$ cat src/hw/rtl/dns_ptr_query_builder_macros.svh
// Assertion macros shared by the reverse-lookup query builder RTL.
// Included by files that carry concurrent checks; depends on nothing.
`ifndef DNS_PTR_QUERY_BUILDER_MACROS_SVH
`define DNS_PTR_QUERY_BUILDER_MACROS_SVH

// Check that cons holds in the same cycle whenever ante holds.
`define DPQB_CHECK(label, clk, rst, ante, cons, msg) \
   label: assert property (@(posedge clk) disable iff (rst) (ante) |-> (cons)) \
      else $error(msg);

// Check that cons holds in the cycle after ante holds.
`define DPQB_CHECK_NEXT(label, clk, rst, ante, cons, msg) \
   label: assert property (@(posedge clk) disable iff (rst) (ante) |=> (cons)) \
      else $error(msg);

`endif

$ cat src/hw/rtl/dpqb_pkg.sv
// Shared types, constants and label encoders for the reverse-lookup query builder.
// Depends on nothing; imported by the top level.
package dpqb_pkg;

   // Request layout as stored in the queue memory: {lower, upper, is_ipv6, rd, id}
   localparam int ID_W   = 16;
   localparam int ADDR_W = 64;
   localparam int REQ_W  = ID_W + 1 + 1 + ADDR_W + ADDR_W;

   // Default queue depth in requests
   localparam int QUEUE_DEPTH = 4;

   // Message geometry
   localparam int MSG_BYTES = 90;
   localparam int MSG_BITS  = 8 * MSG_BYTES;
   localparam int HDR_BITS  = 96;
   localparam int V6_NAME_BITS = 512;
   localparam int V4_AREA_BYTES = 34;
   localparam int V4_AREA_BITS  = 8 * V4_AREA_BYTES;
   localparam int V4_FIXED_BYTES = 30;          // header plus tail and type/class

   localparam logic [5:0] MSG_WORDS_V6 = 6'd45;

   // byte_count codes
   localparam logic [1:0] BYTES_ONE = 2'd1;
   localparam logic [1:0] BYTES_TWO = 2'd2;

   // Name tails including the root byte, type PTR and class IN
   localparam logic [111:0] V6_TAIL =
      {8'd3, "ip6", 8'd4, "arpa", 8'h00, 8'h00, 8'h0c, 8'h00, 8'h01};
   localparam logic [143:0] V4_TAIL =
      {8'd7, "in-addr", 8'd4, "arpa", 8'h00, 8'h00, 8'h0c, 8'h00, 8'h01};

   // One decimal label: length byte plus digits, left aligned in 32 bits
   typedef struct packed {
      logic [2:0]  len;
      logic [31:0] bytes;
   } label_type;

   // Lower-case hex character of a nibble
   function automatic logic [7:0] hex_char(input logic [3:0] nib);
      logic [7:0] val;
      val = {4'b0, nib};
      if (nib < 4'd10) begin
         return 8'h30 + val;
      end
      return 8'h57 + val;
   endfunction

   // ASCII digit of a value below ten
   function automatic logic [7:0] dec_char(input logic [3:0] dig);
      return 8'h30 + {4'b0, dig};
   endfunction

   // Decimal label of one address byte, no leading zeros
   function automatic label_type dec_label(input logic [7:0] v);
      logic [1:0]  h;
      logic [7:0]  hund;
      logic [6:0]  r;
      logic [17:0] prod;
      logic [3:0]  t;
      logic [3:0]  u;
      label_type   lab;
      if (v >= 8'd200) begin
         h = 2'd2;
         hund = 8'd200;
      end else if (v >= 8'd100) begin
         h = 2'd1;
         hund = 8'd100;
      end else begin
         h = 2'd0;
         hund = 8'd0;
      end
      r = 7'(v - hund);
      // tens by reciprocal multiply, exact for values below 100
      prod = 18'(r) * 18'd205;
      t = 4'(prod >> 11);
      u = 4'(r - 7'({3'b0, t} * 7'd10));
      if (h != 2'd0) begin
         lab.len = 3'd4;
         lab.bytes = {8'd3, dec_char({2'b0, h}), dec_char(t), dec_char(u)};
      end else if (t != 4'd0) begin
         lab.len = 3'd3;
         lab.bytes = {8'd2, dec_char(t), dec_char(u), 8'h00};
      end else begin
         lab.len = 3'd2;
         lab.bytes = {8'd1, dec_char(u), 16'h0000};
      end
      return lab;
   endfunction

endpackage

$ cat src/hw/rtl/dns_ptr_query_builder.sv
// Top level of the reverse-lookup (PTR) query builder: request queue in RAM,
// message assembly and word output. Depends on dpqb_pkg, dpqb_ram and the macro header.
//
//  channel | dir | handshake            | payload
//  req     | in  | req_tvalid/req_tready | req_tdata: id, rd, address; req_tuser: is_ipv6
//  rsp     | out | rsp_tvalid/rsp_tready | rsp_tdata: word; rsp_tuser: byte_count; rsp_tlast
//
// One message word leaves per cycle while rsp_tready is high: an IPv6 message is 45 words,
// an IPv4 message 19 to 23, paced by the 16-bit output port. Requests queue in a RAM of
// DEPTH entries; the first word appears once its request has passed the queue write, the
// RAM read and the message load, and a staged next message loads behind the last word of
// the current one without a gap. Reset empties the queue. A stalled output holds its word;
// the request side stalls only when the queue is full.
`include "dns_ptr_query_builder_macros.svh"

module dns_ptr_query_builder
   import dpqb_pkg::*;
#(
   parameter int DEPTH = QUEUE_DEPTH
) (
   input  logic         clock,
   input  logic         reset,
   input  logic         req_tvalid,
   output logic         req_tready,
   // [15:0] query_id, [16] recursion_desired, [80:17] address_upper,
   // [144:81] address_lower, [151:145] zero
   input  logic [151:0] req_tdata,
   // [0] is_ipv6
   input  logic         req_tuser,
   output logic         rsp_tvalid,
   input  logic         rsp_tready,
   // [15:0] data_word
   output logic [15:0]  rsp_tdata,
   // [1:0] byte_count
   output logic [1:0]   rsp_tuser,
   output logic         rsp_tlast
);

   localparam int AW    = (DEPTH > 1) ? $clog2(DEPTH) : 1;
   localparam int CNT_W = $clog2(DEPTH + 1);

   // Queue control
   logic [AW-1:0]    wr_ptr_ff, wr_ptr_in;
   logic [AW-1:0]    rd_ptr_ff, rd_ptr_in;
   logic [CNT_W-1:0] count_ff, count_in;
   logic             staged_ff, staged_in;
   logic             push, rd_issue, load, rsp_take;
   logic [REQ_W-1:0] wr_req, rd_req;

   // Output message
   logic [MSG_BITS-1:0] msg_ff, msg_in;
   logic [5:0]          words_ff, words_in;
   logic                odd_ff, odd_in;

   // Assembled message from the staged request
   logic [MSG_BITS-1:0] built_msg;
   logic [5:0]          built_words;
   logic                built_odd;
   logic                built_v6;

   // Fields of the staged request
   logic [ID_W-1:0]   st_id;
   logic              st_rd;
   logic [ADDR_W-1:0] st_upper, st_lower;

   assign wr_req = {req_tdata[144:81], req_tdata[80:17], req_tuser, req_tdata[16:0]};
   assign {st_lower, st_upper, built_v6, st_rd, st_id} = rd_req;

   // Handshake and queue control
   assign req_tready = (count_ff != CNT_W'(DEPTH));
   assign push       = req_tvalid && req_tready;
   assign rsp_tvalid = (words_ff != 6'd0);
   assign rsp_take   = rsp_tvalid && rsp_tready;
   assign load       = staged_ff && ((words_ff == 6'd0) || ((words_ff == 6'd1) && rsp_tready));
   assign rd_issue   = (count_ff != CNT_W'(0)) && (!staged_ff || load);

   dpqb_ram #(
      .WIDTH (REQ_W),
      .DEPTH (DEPTH)
   ) u_queue (
      .clock   (clock),
      .wr_en   (push),
      .wr_addr (wr_ptr_ff),
      .wr_data (wr_req),
      .rd_en   (rd_issue),
      .rd_addr (rd_ptr_ff),
      .rd_data (rd_req)
   );

   // Assemble the whole message from the staged request
   always_comb begin
      logic [V6_NAME_BITS-1:0] v6_name;
      logic [V4_AREA_BITS-1:0] v4_area;
      logic [HDR_BITS-1:0]     hdr;
      logic [2*ADDR_W-1:0]     addr;
      logic [4:0]              off;
      logic [7:0]              b;
      label_type               lab;
      hdr = {st_id, 7'b0, st_rd, 8'h00, 8'h00, 8'h01, 48'h0};
      addr = {st_upper, st_lower};
      v6_name = '0;
      v4_area = '0;
      off = 5'd0;
      // IPv6: nibble labels from the last address byte back
      for (int i = 0; i < 16; i++) begin
         b = addr[8*i +: 8];
         v6_name[V6_NAME_BITS-1-32*i -: 32] = {8'd1, hex_char(b[3:0]), 8'd1, hex_char(b[7:4])};
      end
      // IPv4: decimal labels from the last address byte back, packed by running offset
      for (int k = 0; k < 4; k++) begin
         lab = dec_label(st_upper[32+8*k +: 8]);
         v4_area = v4_area | ({lab.bytes, (V4_AREA_BITS-32)'(0)} >> {off, 3'b0});
         off = off + 5'(lab.len);
      end
      v4_area = v4_area | ({V4_TAIL, (V4_AREA_BITS-144)'(0)} >> {off, 3'b0});
      if (built_v6) begin
         built_msg   = {hdr, v6_name, V6_TAIL};
         built_words = MSG_WORDS_V6;
         built_odd   = 1'b0;
      end else begin
         built_msg   = {hdr, v4_area, (MSG_BITS-HDR_BITS-V4_AREA_BITS)'(0)};
         built_words = 6'((6'(V4_FIXED_BYTES) + {1'b0, off} + 6'd1) >> 1);
         built_odd   = off[0];
      end
   end

   // Next-state logic
   always_comb begin
      wr_ptr_in = wr_ptr_ff;
      rd_ptr_in = rd_ptr_ff;
      if (push) begin
         wr_ptr_in = (wr_ptr_ff == AW'(DEPTH-1)) ? AW'(0) : AW'(wr_ptr_ff + AW'(1));
      end
      if (rd_issue) begin
         rd_ptr_in = (rd_ptr_ff == AW'(DEPTH-1)) ? AW'(0) : AW'(rd_ptr_ff + AW'(1));
      end
      count_in = CNT_W'(count_ff + CNT_W'(push) - CNT_W'(rd_issue));
      // hold staged data until loaded; refill on each read
      if (rd_issue) begin
         staged_in = 1'b1;
      end else if (load) begin
         staged_in = 1'b0;
      end else begin
         staged_in = staged_ff;
      end
      // load a new message, or advance one word on each taken word
      msg_in   = msg_ff;
      words_in = words_ff;
      odd_in   = odd_ff;
      if (load) begin
         msg_in   = built_msg;
         words_in = built_words;
         odd_in   = built_odd;
      end else if (rsp_take) begin
         msg_in   = {msg_ff[MSG_BITS-17:0], 16'h0000};
         words_in = words_ff - 6'd1;
      end
   end

   // Registers
   always_ff @(posedge clock) begin
      if (reset) begin
         wr_ptr_ff <= '0;
         rd_ptr_ff <= '0;
         count_ff  <= '0;
         staged_ff <= 1'b0;
         words_ff  <= '0;
      end else begin
         wr_ptr_ff <= wr_ptr_in;
         rd_ptr_ff <= rd_ptr_in;
         count_ff  <= count_in;
         staged_ff <= staged_in;
         words_ff  <= words_in;
      end
      msg_ff <= msg_in;
      odd_ff <= odd_in;
   end

   // Output word
   assign rsp_tdata = msg_ff[MSG_BITS-1 -: 16];
   assign rsp_tlast = (words_ff == 6'd1);
   assign rsp_tuser = (rsp_tlast && odd_ff) ? BYTES_ONE : BYTES_TWO;

   // Checks
   `DPQB_CHECK(a_count_range, clock, reset, 1'b1, (count_ff <= CNT_W'(DEPTH)), "queue count above depth")
   `DPQB_CHECK_NEXT(a_read_stages, clock, reset, rd_issue, staged_ff, "queue read not staged")
   `DPQB_CHECK_NEXT(a_v6_length, clock, reset, (load && built_v6), (words_ff == MSG_WORDS_V6), "IPv6 message length wrong")
   `DPQB_CHECK(a_short_is_last, clock, reset, (rsp_tvalid && (rsp_tuser == BYTES_ONE)), rsp_tlast, "short word before message end")

endmodule

$ cat src/hw/rtl/dpqb_ram.sv
// Generic single-write, single-read RAM with registered read data.
// Holds queued requests for the query builder; depends on nothing.
module dpqb_ram #(
   parameter int WIDTH = 8,
   parameter int DEPTH = 4
) (
   input  logic                     clock,
   input  logic                     wr_en,
   input  logic [$clog2(DEPTH)-1:0] wr_addr,
   input  logic [WIDTH-1:0]         wr_data,
   input  logic                     rd_en,
   input  logic [$clog2(DEPTH)-1:0] rd_addr,
   output logic [WIDTH-1:0]         rd_data
);

   logic [WIDTH-1:0] mem_ff [DEPTH];
   logic [WIDTH-1:0] rd_data_ff;

   // Write port and registered read port
   always_ff @(posedge clock) begin
      if (wr_en) begin
         mem_ff[wr_addr] <= wr_data;
      end
      if (rd_en) begin
         rd_data_ff <= mem_ff[rd_addr];
      end
   end

   assign rd_data = rd_data_ff;

endmodule

$ cat config.mk
export PLATFORM = sky130hd
export DESIGN_NAME = dns_ptr_query_builder
export DESIGN_NICKNAME = d
export VERILOG_FILES = /design/src/hw/rtl/dpqb_pkg.sv /design/src/hw/rtl/dns_ptr_query_builder.sv /design/src/hw/rtl/dpqb_ram.sv
export VERILOG_INCLUDE_DIRS = /design/src /design/src/hw/rtl
export SDC_FILE = /design/constraint.sdc
export NUM_CORES = 2
export LEC_CHECK = 0
export BUFFER_PORTS_ARGS = -buffer_cell sky130_fd_sc_hd__buf_4
export CAP_MARGIN = 20
export CORE_UTILIZATION = 50
export DETAILED_ROUTE_END_ITERATION = 8
export HOLD_SLACK_MARGIN = 0.15
export PLACE_DENSITY = 0.7
export SLEW_MARGIN = 30
export SYNTH_ARGS = -nofsm -noshare
export SYNTH_HDL_FRONTEND = slang
export SYNTH_HIERARCHICAL = 1
export SYNTH_SLANG_ARGS = --single-unit
$ cat constraint.sdc
create_clock -name clock -period 33.6 [get_ports clock]
set_clock_uncertainty 0.05 [all_clocks]
set_input_delay 6.72 -clock clock [delete_from_list [all_inputs] [get_ports clock]]
set_output_delay 6.72 -clock clock [all_outputs]
set_load 0.05 [all_outputs]
==> results.cfg <==
[sta]
setup_viol = 0
period_needed_ns = 13.96
slew_viol_final = 0
slew_headroom_pct = 23.8
fin_crit_sh_pct = 41.6
finalSetupTns_ns = 0
rsz0062_at_grt = false
worst_pin_slew_ns = 1.13
hold_viol = 0
max_freq_mhz = 71.6

[clocking]
ctsHoldBuffers = 0
cts_resized = 0
numCtsBuffers = 135
htree_levels = 4
clk_latency_ns = 0.80
clk_pin_slew_worst_paths_ns = 0.06
cts_tree = built
postCtsSetupBuffers = 0
numClockSinks = 1265
cts_root_buf = clkbuf_16
cts_max_path_buffers = 3

[routing]
wl_per_cell_um = 28.3
wl_um = 187000
via_count = 42008
ant_nets = 0
via_per_inst = 6.36
drc = 0
route.met3.wl_um = 18800
highest_layer = met5
drt_pass1_iterations = 9
drtIter0Drc = 5527
wl_met1_um = 78600
dr_wl_met2_um = 81100

[global_routing]
track_usage_pct = 29.8
grt_pass1_vias = 40805
grt_max_degree = 250
grt_pass1_wl_um = 274000
overflow = 0
antenna_found_initial = 12

[setup_path]
cp_num_cells = 46
critPathRequiredTime_ns = 34.03
setup.worst_path.class = flip-flop to flip-flop
end_kind = flip-flop
r2r_cells = 46
critPathTopFamily = adder cells
worstPathMaxFanout = 36
critPathArrivalTime_ns = 14.40
cp-start-kind = flip-flop
crit_slowest_cell = a2111oi_0
path_buf_inv = 13
cpPeakStageDelay_ns = 0.93
r2r_start = u_queue/rd_data[54]
startpoint = u_queue/rd_data[54]

[synth]
synth_edf_count = 1251
synth-seq-area-share_pct = 61.4
synthTopCellsByArea = edfxtp_1 61%, mux4_2 5.3%, ha_1 4.6%, nand2_1 3.5%, o21ai_0 2.2%
synth-main-ff-cell = edfxtp_1
syn-cell-area_mm2 = 0.0616
synth_top_area_share_pct = 61.0
synth_common_cells = 1251 x edfxtp_1, 581 x nand2_1, 307 x nor2_1, 274 x o21ai_0, 264 x a21oi_1
syn_area_per_cell_um2 = 13.0
synthArstFlopShare_pct = 0
ys_ff_latch = 1265
yosys.area.top_type = edfxtp_1
syn-instance-count = 4750
ys_types = 104
ys_warn_count = 6
yosysMostFrequentCell = edfxtp_1
syn_nets = 5176

[finish]
fin_cells = 6606
drive_above_1_share_pct = 14.5
fin_nets = 5295
area_growth_pct = 12.6
utilization_pct = 56.8
nFillCells = 9799

[floorplan]
top_level_ports = 178
start_util_pct = 50.5
dieHeight_um = 353
core_mm2 = 0.122
die_area_mm2 = 0.125
die_width_um = 353
placementRows = 128

[worst_hold_path]
hp-class = flip-flop to flip-flop
worst_hold_startpoint = msg_ff[186]
min_path_cells = 1

[outcome]
status = finished, final reports clean

[place]
dp_cells = 6355
io_buffers = 170
dp.final_hpwl_um = 127000
gp_congestion = 1.06

[flow_run]
cap_violations = 0
[placed cells by master, fill, tap and decap left out, drive strengths merged, types with 22 or more instances in the layout]
cell,instances
a211oi,46
a21boi,23
a21o,24
a21oi,267
a221o,26
a221oi,49
a22o,28
a22oi,25
a31oi,62
and2,158
buf,273
clkbuf,151
clkinv,66
edfxtp,1251
fa,44
ha,225
inv,198
mux4,146
nand2,583
nand3,63
nor2,309
nor2b,26
nor3,60
nor4,22
o211ai,24
o21ai,282
o221ai,25
o22ai,34
o31ai,74
xnor2,66
[final timing paths]
| kind | endpoint | slack, ns |
|---|---|---|
| setup reg to reg | msg_ff[457] | 19.64 |
| hold / removal | msg_ff[202] | 0.45 |
| hold reg to reg | msg_ff[202] | 0.45 |
| setup / recovery | msg_ff[457] | 19.64 |
[through the flow]
stage	hold slack (ns)	area, µm²	worst slack [ns]
floorplan	0.408	61600	15.06
global placement	0.439	64600	19.95
detailed placement	0.442	64600	20.27
CTS	0.452	69300	20.24
global route	0.468	69400	19.38
finish	0.452	69400	19.64
[metal layers]
metal	up-vias	global-route usage, %
met1	20902	42.0
met2	2216	43.7
li1	18391	-
met3	489	8.08
met4	10	12.5
met5	-	0
[state kept, by name (all words and copies together), names as in the netlist]
register	cells
staged_ff	1
u_queue/rd_data	146
rd_ptr_ff	2
odd_ff	1
wr_ptr_ff	2
words_ff	6
msg_ff	520
u_queue/mem_ff	584
count_ff	3
[cell type report]
class	count	area [µm²]	share of cell area, %
sequential	1265	37900	54.6
multi-input combinational	3001	21900	31.6
clock buffer	151	3460	4.99
timing repair buffer	273	2140	3.09
tap	1625	2030	2.93
clock inverter	96	1240	1.79
inverter	193	734	1.06
antenna	2	5.00	0.00721
[kinds of logic (layout without fill, tap and decap cells)]
kind of cell / Yosys count / count (layout) / synth area share, %
simple gates: 1316 / 1316 / 9.59
flops: 1265 / 1265 / 61.4
compound gates: 1172 / 1172 / 12.9
buf+inv: 484 / 713 / 3.23
fa+ha+maj: 269 / 269 / 6.00
mux: 160 / 160 / 5.60
xor+xnor: 84 / 84 / 1.29
other cells: 0 / 2 / 0
Power is not shown: default switching activity piles up to over one toggle a cycle in this logic, so the estimate is an artifact.
